File: src/rtl/banned_word_mask_filter_defines.svh
// Assertion macros for the files of the banned word filter.
// Every property is sampled on the rising clock edge and is off during reset.
`ifndef BANNED_WORD_MASK_FILTER_DEFINES_SVH
`define BANNED_WORD_MASK_FILTER_DEFINES_SVH

// The consequent must hold in the same cycle as the antecedent.
`define BWMF_ASSERT_SAME(label, clk, rst_n, ante, cons, msg) \
  label: assert property (@(posedge clk) disable iff (!rst_n) (ante) |-> (cons)) \
    else $error(msg);

// The consequent must hold in the cycle after the antecedent.
`define BWMF_ASSERT_NEXT(label, clk, rst_n, ante, cons, msg) \
  label: assert property (@(posedge clk) disable iff (!rst_n) (ante) |=> (cons)) \
    else $error(msg);

`endif

File: src/rtl/bwmf_pkg.sv
package bwmf_pkg;

  localparam int BAN_WORDS_DEF      = 4;
  localparam int MAX_WORD_CHARS_DEF = 8;
  localparam int COUNT_WIDTH_DEF    = 16;

  localparam int CHAR_W     = 8;
  localparam int MAX_CHARS  = 8;
  localparam int WORD_W     = CHAR_W * MAX_CHARS;
  localparam int LEN_W      = 4;
  localparam int SLOTS      = 4;
  localparam int CNT_OUT_W  = 16;
  localparam int CFG_IDX_W  = 3;
  localparam int BCOUNT_W   = 3;
  localparam int BLENS_W    = LEN_W * SLOTS;

  localparam logic [CHAR_W-1:0] MASK_CHAR   = 8'h2A;
  localparam logic [CHAR_W-1:0] UPPER_FIRST = 8'h41;
  localparam logic [CHAR_W-1:0] UPPER_LAST  = 8'h5A;
  localparam logic [CHAR_W-1:0] CASE_OFFSET = 8'h20;

  localparam logic [CFG_IDX_W-1:0] REG_BAN_WORD_0  = 3'd0;
  localparam logic [CFG_IDX_W-1:0] REG_BAN_WORD_3  = 3'd3;
  localparam logic [CFG_IDX_W-1:0] REG_BAN_LENGTHS = 3'd4;
  localparam logic [CFG_IDX_W-1:0] REG_BAN_COUNT   = 3'd5;

  // What one lane found for its banned word.
  typedef struct packed {
    logic                 hit;
    logic [MAX_CHARS-1:0] mask;
  } lane_res_t;

  // One finished result item.
  typedef struct packed {
    logic [WORD_W-1:0]               masked_chars;
    logic [LEN_W-1:0]                masked_len;
    logic [SLOTS-1:0]                hit_flags;
    logic [SLOTS-1:0][CNT_OUT_W-1:0] counts;
  } result_t;

  function automatic logic [CHAR_W-1:0] fold_byte(input logic [CHAR_W-1:0] c);
    logic [CHAR_W-1:0] r;
    r = c;
    if (c >= UPPER_FIRST && c <= UPPER_LAST) begin
      r = c + CASE_OFFSET;
    end
    return r;
  endfunction

endpackage

File: src/rtl/bwmf_lane.sv
// Finds the leftmost occurrence of one banned word in the folded word and
// marks the bytes it covers.
module bwmf_lane #(
  parameter int MAX_WORD_CHARS = bwmf_pkg::MAX_WORD_CHARS_DEF
) (
  input  logic [bwmf_pkg::WORD_W-1:0] folded,
  input  logic [bwmf_pkg::LEN_W-1:0]  word_len,
  input  logic [bwmf_pkg::WORD_W-1:0] ban_word,
  input  logic [bwmf_pkg::LEN_W-1:0]  ban_len,
  input  logic                        enable,
  output bwmf_pkg::lane_res_t         res
);

  localparam int CW = bwmf_pkg::CHAR_W;

  always_comb begin
    logic [MAX_WORD_CHARS-1:0]      cand;
    logic [MAX_WORD_CHARS-1:0]      first;
    logic                           found;
    logic [bwmf_pkg::MAX_CHARS-1:0] mask;
    cand  = '0;
    first = '0;
    found = 1'b0;
    mask  = '0;
    // A start position is a candidate when the banned word fits before the
    // end of the word and every byte of it agrees.
    for (int p = 0; p < MAX_WORD_CHARS; p++) begin
      cand[p] = (({1'b0, ban_len} + 5'(p)) <= {1'b0, word_len});
      for (int i = 0; i < MAX_WORD_CHARS; i++) begin
        if (p + i < MAX_WORD_CHARS) begin
          if ((4'(i) < ban_len) &&
              (folded[CW*(p+i) +: CW] != ban_word[CW*i +: CW])) begin
            cand[p] = 1'b0;
          end
        end
      end
    end
    for (int p = 0; p < MAX_WORD_CHARS; p++) begin
      first[p] = cand[p] & ~found & enable;
      found    = found | first[p];
    end
    for (int j = 0; j < MAX_WORD_CHARS; j++) begin
      for (int p = 0; p <= j; p++) begin
        if (first[p] && (4'(j - p) < ban_len)) begin
          mask[j] = 1'b1;
        end
      end
    end
    res.hit  = found;
    res.mask = mask;
  end

endmodule

File: src/rtl/bwmf_merge.sv
// Combines the lane results: ORs the masks into the original-case word and
// gathers the hit flags.
module bwmf_merge #(
  parameter int BAN_WORDS      = bwmf_pkg::BAN_WORDS_DEF,
  parameter int MAX_WORD_CHARS = bwmf_pkg::MAX_WORD_CHARS_DEF
) (
  input  bwmf_pkg::lane_res_t          lanes [BAN_WORDS],
  input  logic [bwmf_pkg::WORD_W-1:0]  word_chars,
  input  logic [bwmf_pkg::LEN_W-1:0]   word_len,
  output logic [bwmf_pkg::WORD_W-1:0]  masked_chars,
  output logic [bwmf_pkg::SLOTS-1:0]   hit_flags
);

  localparam int CW = bwmf_pkg::CHAR_W;

  always_comb begin
    logic [bwmf_pkg::MAX_CHARS-1:0] mask_any;
    mask_any     = '0;
    hit_flags    = '0;
    masked_chars = '0;
    for (int k = 0; k < BAN_WORDS; k++) begin
      mask_any     = mask_any | lanes[k].mask;
      hit_flags[k] = lanes[k].hit;
    end
    // Bytes at or past the length stay zero.
    for (int i = 0; i < MAX_WORD_CHARS; i++) begin
      if (4'(i) < word_len) begin
        masked_chars[CW*i +: CW] = mask_any[i] ? bwmf_pkg::MASK_CHAR
                                               : word_chars[CW*i +: CW];
      end
    end
  end

endmodule

File: src/rtl/banned_word_mask_filter.sv
// Results are registered in the output register, or in the skid entry while out is held.
// Throughput: one item per cycle while in_stall is low; all lanes compare every position
// in parallel and the counters take a single saturating increment in the same cycle.
// While out is stalled, a skid entry behind the output register takes one more item.
// The input then stalls until the output drains.
// Reset (rst_n low, synchronous) clears the configuration registers, counters and valids.
module banned_word_mask_filter #(
  parameter int BAN_WORDS      = bwmf_pkg::BAN_WORDS_DEF,
  parameter int MAX_WORD_CHARS = bwmf_pkg::MAX_WORD_CHARS_DEF,
  parameter int COUNT_WIDTH    = bwmf_pkg::COUNT_WIDTH_DEF
) (
  input  logic                              clk,
  input  logic                              rst_n,
  // Configuration write channel.
  input  logic                              cfg_valid,
  output logic                              cfg_ready,
  input  logic [bwmf_pkg::CFG_IDX_W-1:0]    cfg_index,
  input  logic [bwmf_pkg::WORD_W-1:0]       cfg_data,
  // Input items.
  input  logic                              in_valid,
  output logic                              in_stall,
  input  logic [bwmf_pkg::WORD_W-1:0]       in_word_chars,
  input  logic [bwmf_pkg::LEN_W-1:0]        in_word_len,
  input  logic                              in_start_of_text,
  // Result items.
  output logic                              out_valid,
  input  logic                              out_stall,
  output logic [bwmf_pkg::WORD_W-1:0]       out_masked_chars,
  output logic [bwmf_pkg::LEN_W-1:0]        out_masked_len,
  output logic [bwmf_pkg::SLOTS-1:0]        out_hit_flags,
  output logic [bwmf_pkg::CNT_OUT_W-1:0]    out_count_0,
  output logic [bwmf_pkg::CNT_OUT_W-1:0]    out_count_1,
  output logic [bwmf_pkg::CNT_OUT_W-1:0]    out_count_2,
  output logic [bwmf_pkg::CNT_OUT_W-1:0]    out_count_3
);

`include "banned_word_mask_filter_defines.svh"

  localparam int CW  = bwmf_pkg::CHAR_W;
  localparam int LW  = bwmf_pkg::LEN_W;
  localparam logic [COUNT_WIDTH-1:0] CNT_MAX = '1;

  // Configuration registers. Only the banned words that lanes exist for are
  // stored; writes to the others have no visible effect.
  logic [bwmf_pkg::WORD_W-1:0]   ban_word_r [BAN_WORDS];
  logic [bwmf_pkg::BLENS_W-1:0]  ban_lengths_r;
  logic [bwmf_pkg::BCOUNT_W-1:0] ban_count_r;

  logic [COUNT_WIDTH-1:0] cnt_r   [BAN_WORDS];
  logic [COUNT_WIDTH-1:0] cnt_nxt [BAN_WORDS];

  logic                 out_valid_r, skid_valid_r;
  bwmf_pkg::result_t    out_r, skid_r, res_nxt;

  logic                         in_accept;
  logic [LW-1:0]                word_len_eff;
  logic [bwmf_pkg::WORD_W-1:0]  folded;
  logic [bwmf_pkg::BCOUNT_W-1:0] used;
  bwmf_pkg::lane_res_t          lane_res [BAN_WORDS];
  logic [bwmf_pkg::WORD_W-1:0]  masked_chars;
  logic [bwmf_pkg::SLOTS-1:0]   hit_flags;

  assign cfg_ready = 1'b1;
  // The input stalls only while the skid entry is occupied.
  assign in_stall  = skid_valid_r;
  assign in_accept = in_valid & ~in_stall;

  always_ff @(posedge clk) begin
    if (!rst_n) begin
      for (int k = 0; k < BAN_WORDS; k++) begin
        ban_word_r[k] <= '0;
      end
      ban_lengths_r <= '0;
      ban_count_r   <= '0;
    end else if (cfg_valid && cfg_ready) begin
      case (cfg_index) inside
        [bwmf_pkg::REG_BAN_WORD_0:bwmf_pkg::REG_BAN_WORD_3]: begin
          for (int k = 0; k < BAN_WORDS; k++) begin
            if (cfg_index == bwmf_pkg::CFG_IDX_W'(k)) begin
              ban_word_r[k] <= cfg_data;
            end
          end
        end
        bwmf_pkg::REG_BAN_LENGTHS: begin
          ban_lengths_r <= cfg_data[bwmf_pkg::BLENS_W-1:0];
        end
        bwmf_pkg::REG_BAN_COUNT: begin
          ban_count_r <= cfg_data[bwmf_pkg::BCOUNT_W-1:0];
        end
        default: begin
        end
      endcase
    end
  end

  // Effective word length and number of enabled banned words, both clamped.
  assign word_len_eff = (in_word_len > LW'(MAX_WORD_CHARS)) ? LW'(MAX_WORD_CHARS)
                                                            : in_word_len;
  assign used = (ban_count_r > bwmf_pkg::BCOUNT_W'(BAN_WORDS))
              ? bwmf_pkg::BCOUNT_W'(BAN_WORDS) : ban_count_r;

  // Matching runs on a lower-case copy; masking works on the original bytes.
  always_comb begin
    for (int i = 0; i < bwmf_pkg::MAX_CHARS; i++) begin
      folded[CW*i +: CW] = bwmf_pkg::fold_byte(in_word_chars[CW*i +: CW]);
    end
  end

  // One lane for each banned word.
  for (genvar k = 0; k < BAN_WORDS; k++) begin : g_lane
    bwmf_lane #(
      .MAX_WORD_CHARS(MAX_WORD_CHARS)
    ) u_lane (
      .folded   (folded),
      .word_len (word_len_eff),
      .ban_word (ban_word_r[k]),
      .ban_len  (ban_lengths_r[LW*k +: LW]),
      .enable   (bwmf_pkg::BCOUNT_W'(k) < used),
      .res      (lane_res[k])
    );
  end

  bwmf_merge #(
    .BAN_WORDS      (BAN_WORDS),
    .MAX_WORD_CHARS (MAX_WORD_CHARS)
  ) u_merge (
    .lanes        (lane_res),
    .word_chars   (in_word_chars),
    .word_len     (word_len_eff),
    .masked_chars (masked_chars),
    .hit_flags    (hit_flags)
  );

  // Counter update: start of text clears first, then a hit adds one unless
  // the counter has already saturated. The result reports the new values.
  always_comb begin
    logic [COUNT_WIDTH-1:0] base;
    base = '0;
    res_nxt.masked_chars = masked_chars;
    res_nxt.masked_len   = word_len_eff;
    res_nxt.hit_flags    = hit_flags;
    res_nxt.counts       = '0;
    for (int k = 0; k < BAN_WORDS; k++) begin
      base = in_start_of_text ? '0 : cnt_r[k];
      if (hit_flags[k] && (base != CNT_MAX)) begin
        cnt_nxt[k] = base + COUNT_WIDTH'(1);
      end else begin
        cnt_nxt[k] = base;
      end
      res_nxt.counts[k] = bwmf_pkg::CNT_OUT_W'(cnt_nxt[k]);
    end
  end

  always_ff @(posedge clk) begin
    if (!rst_n) begin
      for (int k = 0; k < BAN_WORDS; k++) begin
        cnt_r[k] <= '0;
      end
    end else if (in_accept) begin
      for (int k = 0; k < BAN_WORDS; k++) begin
        cnt_r[k] <= cnt_nxt[k];
      end
    end
  end

  // Output register with a skid entry behind it. When the output register
  // drains, the skid entry moves up first; otherwise a new item goes straight
  // to the output. A new item arriving while the output is held goes to skid.
  always_ff @(posedge clk) begin
    if (!rst_n) begin
      out_valid_r  <= 1'b0;
      skid_valid_r <= 1'b0;
    end else if (!out_valid_r || !out_stall) begin
      if (skid_valid_r) begin
        out_valid_r  <= 1'b1;
        skid_valid_r <= 1'b0;
      end else begin
        out_valid_r  <= in_accept;
      end
    end else if (in_accept) begin
      skid_valid_r <= 1'b1;
    end
  end

  always_ff @(posedge clk) begin
    if (!out_valid_r || !out_stall) begin
      if (skid_valid_r) begin
        out_r <= skid_r;
      end else if (in_accept) begin
        out_r <= res_nxt;
      end
    end else if (in_accept) begin
      skid_r <= res_nxt;
    end
  end

  assign out_valid        = out_valid_r;
  assign out_masked_chars = out_r.masked_chars;
  assign out_masked_len   = out_r.masked_len;
  assign out_hit_flags    = out_r.hit_flags;
  assign out_count_0      = out_r.counts[0];
  assign out_count_1      = out_r.counts[1];
  assign out_count_2      = out_r.counts[2];
  assign out_count_3      = out_r.counts[3];

  // The skid entry is only ever filled behind a held output item.
  `BWMF_ASSERT_SAME(a_skid_behind_out, clk, rst_n, skid_valid_r, out_valid_r,
                    "skid entry occupied while output register is empty")
  // An item taken while the output is held must land in the skid entry.
  `BWMF_ASSERT_NEXT(a_held_goes_to_skid, clk, rst_n,
                    in_accept && out_valid_r && out_stall, skid_valid_r,
                    "item accepted behind a held output was lost")
  // The reported length never exceeds the clamp.
  `BWMF_ASSERT_SAME(a_len_clamped, clk, rst_n, out_valid_r,
                    out_masked_len <= LW'(MAX_WORD_CHARS),
                    "output length above the word size")
  // Lanes that do not exist never report a hit.
  `BWMF_ASSERT_SAME(a_no_phantom_hits, clk, rst_n, out_valid_r,
                    (out_hit_flags >> BAN_WORDS) == '0,
                    "hit flag set for a banned word without a lane")

endmodule

File: config.mk
export PLATFORM = sky130hd
export DESIGN_NAME = banned_word_mask_filter
export DESIGN_NICKNAME = d
export VERILOG_FILES = /design/src/rtl/bwmf_pkg.sv /design/src/rtl/bwmf_lane.sv /design/src/rtl/bwmf_merge.sv /design/src/rtl/banned_word_mask_filter.sv
export VERILOG_INCLUDE_DIRS = /design/src /design/src/rtl
export SDC_FILE = /design/constraint.sdc
export NUM_CORES = 2
export LEC_CHECK = 0
export ABC_AREA = 1
export BUFFER_PORTS_ARGS = -buffer_cell sky130_fd_sc_hd__clkbuf_2
export CAP_MARGIN = 15
export CELL_PAD_IN_SITES_DETAIL_PLACEMENT = 0
export CELL_PAD_IN_SITES_GLOBAL_PLACEMENT = 1
export CORE_MARGIN = 10
export CORE_UTILIZATION = 50
export CTS_CLUSTER_SIZE = 25
export DETAILED_ROUTE_END_ITERATION = 12
export GPL_TIMING_DRIVEN = 1
export HOLD_SLACK_MARGIN = 0.06
export PLACE_DENSITY_LB_ADDON = 0.05
export SETUP_SLACK_MARGIN = 0.5
export SLEW_MARGIN = 20
export SYNTH_ARGS = -nofsm -noshare
export SYNTH_HDL_FRONTEND = slang
export SYNTH_HIERARCHICAL = 1
export SYNTH_SLANG_ARGS = --single-unit
File: constraint.sdc
create_clock -name clk -period 17.4 [get_ports clk]
set_input_delay 3.48 -clock clk [delete_from_list [all_inputs] [get_ports clk]]
set_output_delay 3.48 -clock clk [all_outputs]
set_load 0.1 [all_outputs]
Word level (Yosys, flattened, before mapping) --
Memory sizes are Yosys's and may differ from the RTL's. Cells that the tools add are included.
Word-level totals: register bits 293, latch bits 0, bits in writable memories 320, ROM bits 0, word-level logic and storage cells 1110, memories kept 2
Cells by class: add/sub/neg operators 40, $mul 0, div/mod/pow operators 0, order comparisons 96, equality and inequality tests 153, shifts and indexed selects 0, mux-type cells 357, bitwise logic cells 133, reduce and logical (&&, ||, !) cells 311
Memories:
- ban_word_r | words 4, bits a word 64, read ports 4, clocked after memory_dff 0, write ports 4, line banned_word_mask_filter.sv:45 | logic [bwmf_pkg::WORD_W-1:0] ban_word_r [BAN_WORDS];
- cnt_r | words 4, bits a word 16, read ports 4, clocked after memory_dff 0, write ports 4, line banned_word_mask_filter.sv:49 | logic [COUNT_WIDTH-1:0] cnt_r [BAN_WORDS];
Operator list (count):
- $ne 8x8->1 | 144
- $mux 1 | 313
- $logic_and 1x1->1 | 301
- $mux 136 | 2
- $mux 64 | 4
- $mux 16 | 12
- $mux 8 | 24
- $le 5x4->1 | 28
- $add 4x3->5 const B | 16
- $lt 3x4->1 const A | 20
- $add 16x1->16 const B | 4
- $add 8x6->8 const B | 8
- $ge 8x7->1 const B | 8
- $le 8x7->1 const B | 8
- $ne 16x16->1 const B | 4
- $and 1x1->1 | 61
- $add 4x2->5 const B | 8
- $lt 1x4->1 const A | 10
- $lt 2x4->1 const A | 10
- $or 1x1->1 | 36
- $not 1->1 | 33
- $or 8x8->8 | 3
- $add 4x1->5 const B | 4
- $le 4x4->1 | 4
- 19 further kinds | 25

Longest topological paths before layout --
depth after elaboration 50, gate-level depth with buffers 31, depth with buffers taken out 29

Modules after synthesis --
The synthesis kept the hierarchy.
Modules (own cells, without submodules):
- banned_word_mask_filter | times used 1, cells each 2286, area each 25321.8 um^2, sequential area each 18197.5 um^2
- bwmf_lane at g_lane[0].u_lane ... | times used 2, cells each 1096, area each 5853.1 um^2, sequential area each 0.0 um^2
- bwmf_lane at g_lane[1].u_lane | times used 1, cells each 1089, area each 5790.6 um^2, sequential area each 0.0 um^2
- bwmf_lane at g_lane[3].u_lane | times used 1, cells each 1079, area each 5766.8 um^2, sequential area each 0.0 um^2
- bwmf_merge | times used 1, cells each 193, area each 894.6 um^2, sequential area each 0.0 um^2

Least setup slack after synthesis --
Ideal clock, no wire load.
path type input port to flip-flop, from in in_valid, to reg out_r, in the netlist out_count_0[0] (enable), library setup time 676 ps, arrival 10110 ps, required time 16724 ps, path slack 6614 ps, stages 2, path through nor2_1 -> a21oi_1
On the way: longest elaborated chain between the ends 3
Ends and longest elaborated chain:
- start, declared | line banned_word_mask_filter.sv:20 | input logic in_valid,
- $and 1x1->1 | line banned_word_mask_filter.sv:66 | assign in_accept = in_valid & ~in_stall;
- $reduce_bool 2->1 (no line)
- $reduce_and 2->1 (no line)
- end signal, assigned | line banned_word_mask_filter.sv:188 | out_r <= skid_r;
- end signal, assigned | line banned_word_mask_filter.sv:190 | out_r <= res_nxt;
- end, declared | line banned_word_mask_filter.sv:53 | bwmf_pkg::result_t out_r, skid_r, res_nxt;
No other way between the ends. A chain may end at the register's enable or synchronous reset.

==> impl_metrics.json <==
{
  "hpwl_mm": 150,
  "slowest_delay_ns": 0.85,
  "post-route-period-util_pct": 48.4,
  "syn_area_um2": 49500,
  "numCtsBuffers": 73,
  "cts_tree": "yes",
  "ys_seq_area_share_pct": 36.8,
  "worst_setup_path_end_kind": "flop",
  "power_w": 0.00462,
  "timing.final.ws_setup_ns": 8.98,
  "p_sw_w": 0.00169,
  "worstPathRequired_ns": 17.80,
  "hp-class": "flop to flop",
  "final_layout_size_suffix_gt1_share_pct": 10.8,
  "crit_fanout": 35,
  "final_core_util_pct": 54.5,
  "maxCapViolations": 0,
  "grt_pass1_wl_mm": 302,
  "grt_max_degree": 98,
  "grt_overflow": 0,
  "wl_met1_mm": 84.5,
  "grt_setup_unrepaired": "false",
  "startpoint_type": "primary input",
  "synth_edf_count": 592,
  "die_w_um": 335,
  "h-tree-depth": 3,
  "holdPathStages": 2,
  "worst_pin_slew_ns": 1.26,
  "irDropWorstVdd_mv": 0.0929,
  "total_leakage_power_nw": 24.3,
  "final_cell_mix": "2409 x nand2_1, 827 x nor2_1, 644 x inv_1",
  "die_area_um2": 112000,
  "gp_congestion": 1.01,
  "clock_latency_ns": 0.67,
  "clkPwrFrac_pct": 33.5,
  "timing.final.hold_violations": 0,
  "fin_worst_skew_ns": 0.0154,
  "relSlewSlack_pct": 16.3,
  "fillCellCount": 9798,
  "worstReg2RegStart": "ban_lengths_r[15]",
  "grt_pass1_vias": 43700,
  "cts.sinks": 613,
  "ys_top_cells_by_area": "edfxtp_1 36%, nand2_1 18%, xnor2_1 8.2%, nor2_1 6.3%, inv_1 4.9%",
  "cp_slowest_cell": "o311ai_0",
  "yosysTopAreaCellShare_pct": 35.9,
  "fin_tns_setup_ns": 0,
  "area_delta_synth_final_pct": 8.30,
  "reg2regPathDepth": 22,
  "fp.dieH_um": 335,
  "grt_usage_pct": 36.8,
  "io_buffers": 278,
  "clockRootBuffer": "clkbuf_16",
  "power_density_nw_per_um2": 86.2,
  "core_area_um2": 98300,
  "ys_warn_count": 6,
  "drt_wl_total_mm": 213,
  "layoutNonFillerInstCount": 8286,
  "holdBufCountCts": 0,
  "path_common_cell": "nand2_1",
  "min-delay-start": "ban_count_r[0]",
  "hold_path_end": "ban_count_r[0]",
  "syn_inst": 6839,
  "highest_layer": "met5",
  "synth.avg_cell_area_um2": 7.23,
  "post_cts_resized": 0,
  "pre_cts_ws_ns": 8.46,
  "power_frac_seq_pct": 40.0,
  "dpl.cell_count": 8145,
  "antenna_left": 0,
  "switching_share_pct": 36.7,
  "p_int_w": 0.00292,
  "crit_type": "primary input to flop",
  "via_per_inst": 5.71,
  "finalCriticalPeriod_ns": 8.42,
  "initial_core_util_pct": 50.3,
  "nNetsFinal": 7219,
  "slew_violations": 0,
  "ys.flop_type": "edfxtp_1",
  "ys_seq_elements": 613,
  "status": "finished clean",
  "clockBufferDepth": 3,
  "drt-pass1-iter-count": 7,
  "combPwrFrac_pct": 26.5,
  "postSynthNetCount": 7124,
  "drc": 0,
  "drt_iter0_markers": 6105,
  "dr_wl_met2_mm": 86.4,
  "clock.fmax_mhz": 119,
  "rows": 115,
  "final_common_cell": "nand2_1",
  "antenna_found_initial": 4,
  "setup_viol": 0,
  "wire_per_inst_um": 25.7,
  "r2r_setup_slack_ns": 12.57,
  "r2r-end": "out_count_3[5]",
  "ys_types": 62,
  "cts.clk_slew.worst_paths_ns": 0.06,
  "wl_met3_mm": 25.5,
  "ios": 280,
  "yosys.area.top_type": "edfxtp_1",
  "async_reset_ff_share_pct": 0,
  "cp.arrival_ns": 8.82,
  "vias": 47300,
  "post_cts_buffers": 0
}
==> layout make-up <==
class,instances,area [um^2],share of cell area [%]
flip-flops and latches,613,18200,34.0
diodes,6,15.0,0.0280
repair buffers,358,2000,3.74
inverters,759,2930,5.46
clock buffers,91,1910,3.57
multi-input cells,5129,26500,49.4
clock inverters,43,435,0.813
well taps,1287,1610,3.01
==> per-stage QoR <==
stage	hold slack, ns	area (um^2)
2_1_floorplan	0.444	49500
3_3_place_gp	0.469	51200
3_5_place_dp	0.490	51200
4_1_cts	0.504	53600
5_1_grt	0.533	53600
6_report	0.506	53600
==> flip-flops by register name, summed over array words and instances, names as in the netlist, 3 cells and up <==
signal	flops
out_count_1	16
skid_r	136
out_masked_chars	64
out_masked_len	4
cnt_r	64
out_count_3	16
out_count_2	16
ban_count_r	3
out_hit_flags	4
ban_word_r	256
out_count_0	16
ban_lengths_r	16
==> worst max-delay path, delay by kind of cell <==
kind            cells  cell delay (ns)
simple gates       22             3.09
xor+xnor            1             0.20
compound gates      1             0.85
buf+inv             3             1.12
==> power by group through the flow <==
stage               combinational (W)  clock (W)  sequential [W]
global route                  0.00130    0.00162         0.00185
finish                        0.00122    0.00155         0.00185
global placement              0.00118          0         0.00187
floorplan                    0.000689          0         0.00201
detailed placement            0.00119          0         0.00187
CTS                           0.00120    0.00156         0.00184
==> synthesized netlist by cell type (5+ instances only) <==
library cell	count
nor2_4	30
edfxtp_1	592
o22ai_1	15
dfxtp_1	21
nand4_1	286
nand2_4	14
nand3_4	8
nor2_2	22
ha_1	140
nor3_2	7
a21oi_1	131
buf_4	85
o211ai_1	10
nand3_2	12
nand3_1	254
inv_1	645
nor2_8	6
buf_6	31
nand2_1	2418
clkinv_2	7
or2_0	10
xnor2_1	461
nand2_2	31
clkbuf_1	69
clkbuf_2	6
buf_2	144
xor2_1	137
o21ai_0	64
o21bai_1	15
nor3_1	84
o41ai_1	10
inv_4	19
o21ai_1	36
nor2_1	834
nand3b_1	40
a22oi_1	5
or2_2	11
inv_2	80
==> cells by family (layout without fill, tap and decap cells) <==
logic type	Yosys count	after routing	share of synthesized area, %
DFF	613	613	36.8
AOI/OAI and AO/OA	303	303	3.43
xor gates and xnor gates	598	598	10.6
and+or+nand+nor	4083	4083	35.5
adders and majority gates	144	144	3.70
buffers and inverters	1097	1251	10.0
other	1	7	0.00758
==> worst max path at each step <==
stage                           start         endpoint  slack (ns)  cells past startpoint
global placement    in_word_chars[59]  out_count_0[12]        8.51                     22
CTS                 in_word_chars[59]     cnt_r[3][13]        9.17                     27
floorplan                    in_valid   out_count_0[0]        6.61                      2
finish              in_word_chars[59]     cnt_r[3][13]        8.98                     27
global route        in_word_chars[59]   out_count_0[6]        8.68                     23
detailed placement  in_word_chars[59]     cnt_r[3][13]        8.46                     27
==> routing by layer <==
metal,track usage [%],vias to the layer above
met2,52.8,2824
met1,49.0,22000
met3,9.36,602
met5,0,-
li1,-,21900
met4,23.2,8
(Power assumes the default switching activity.)
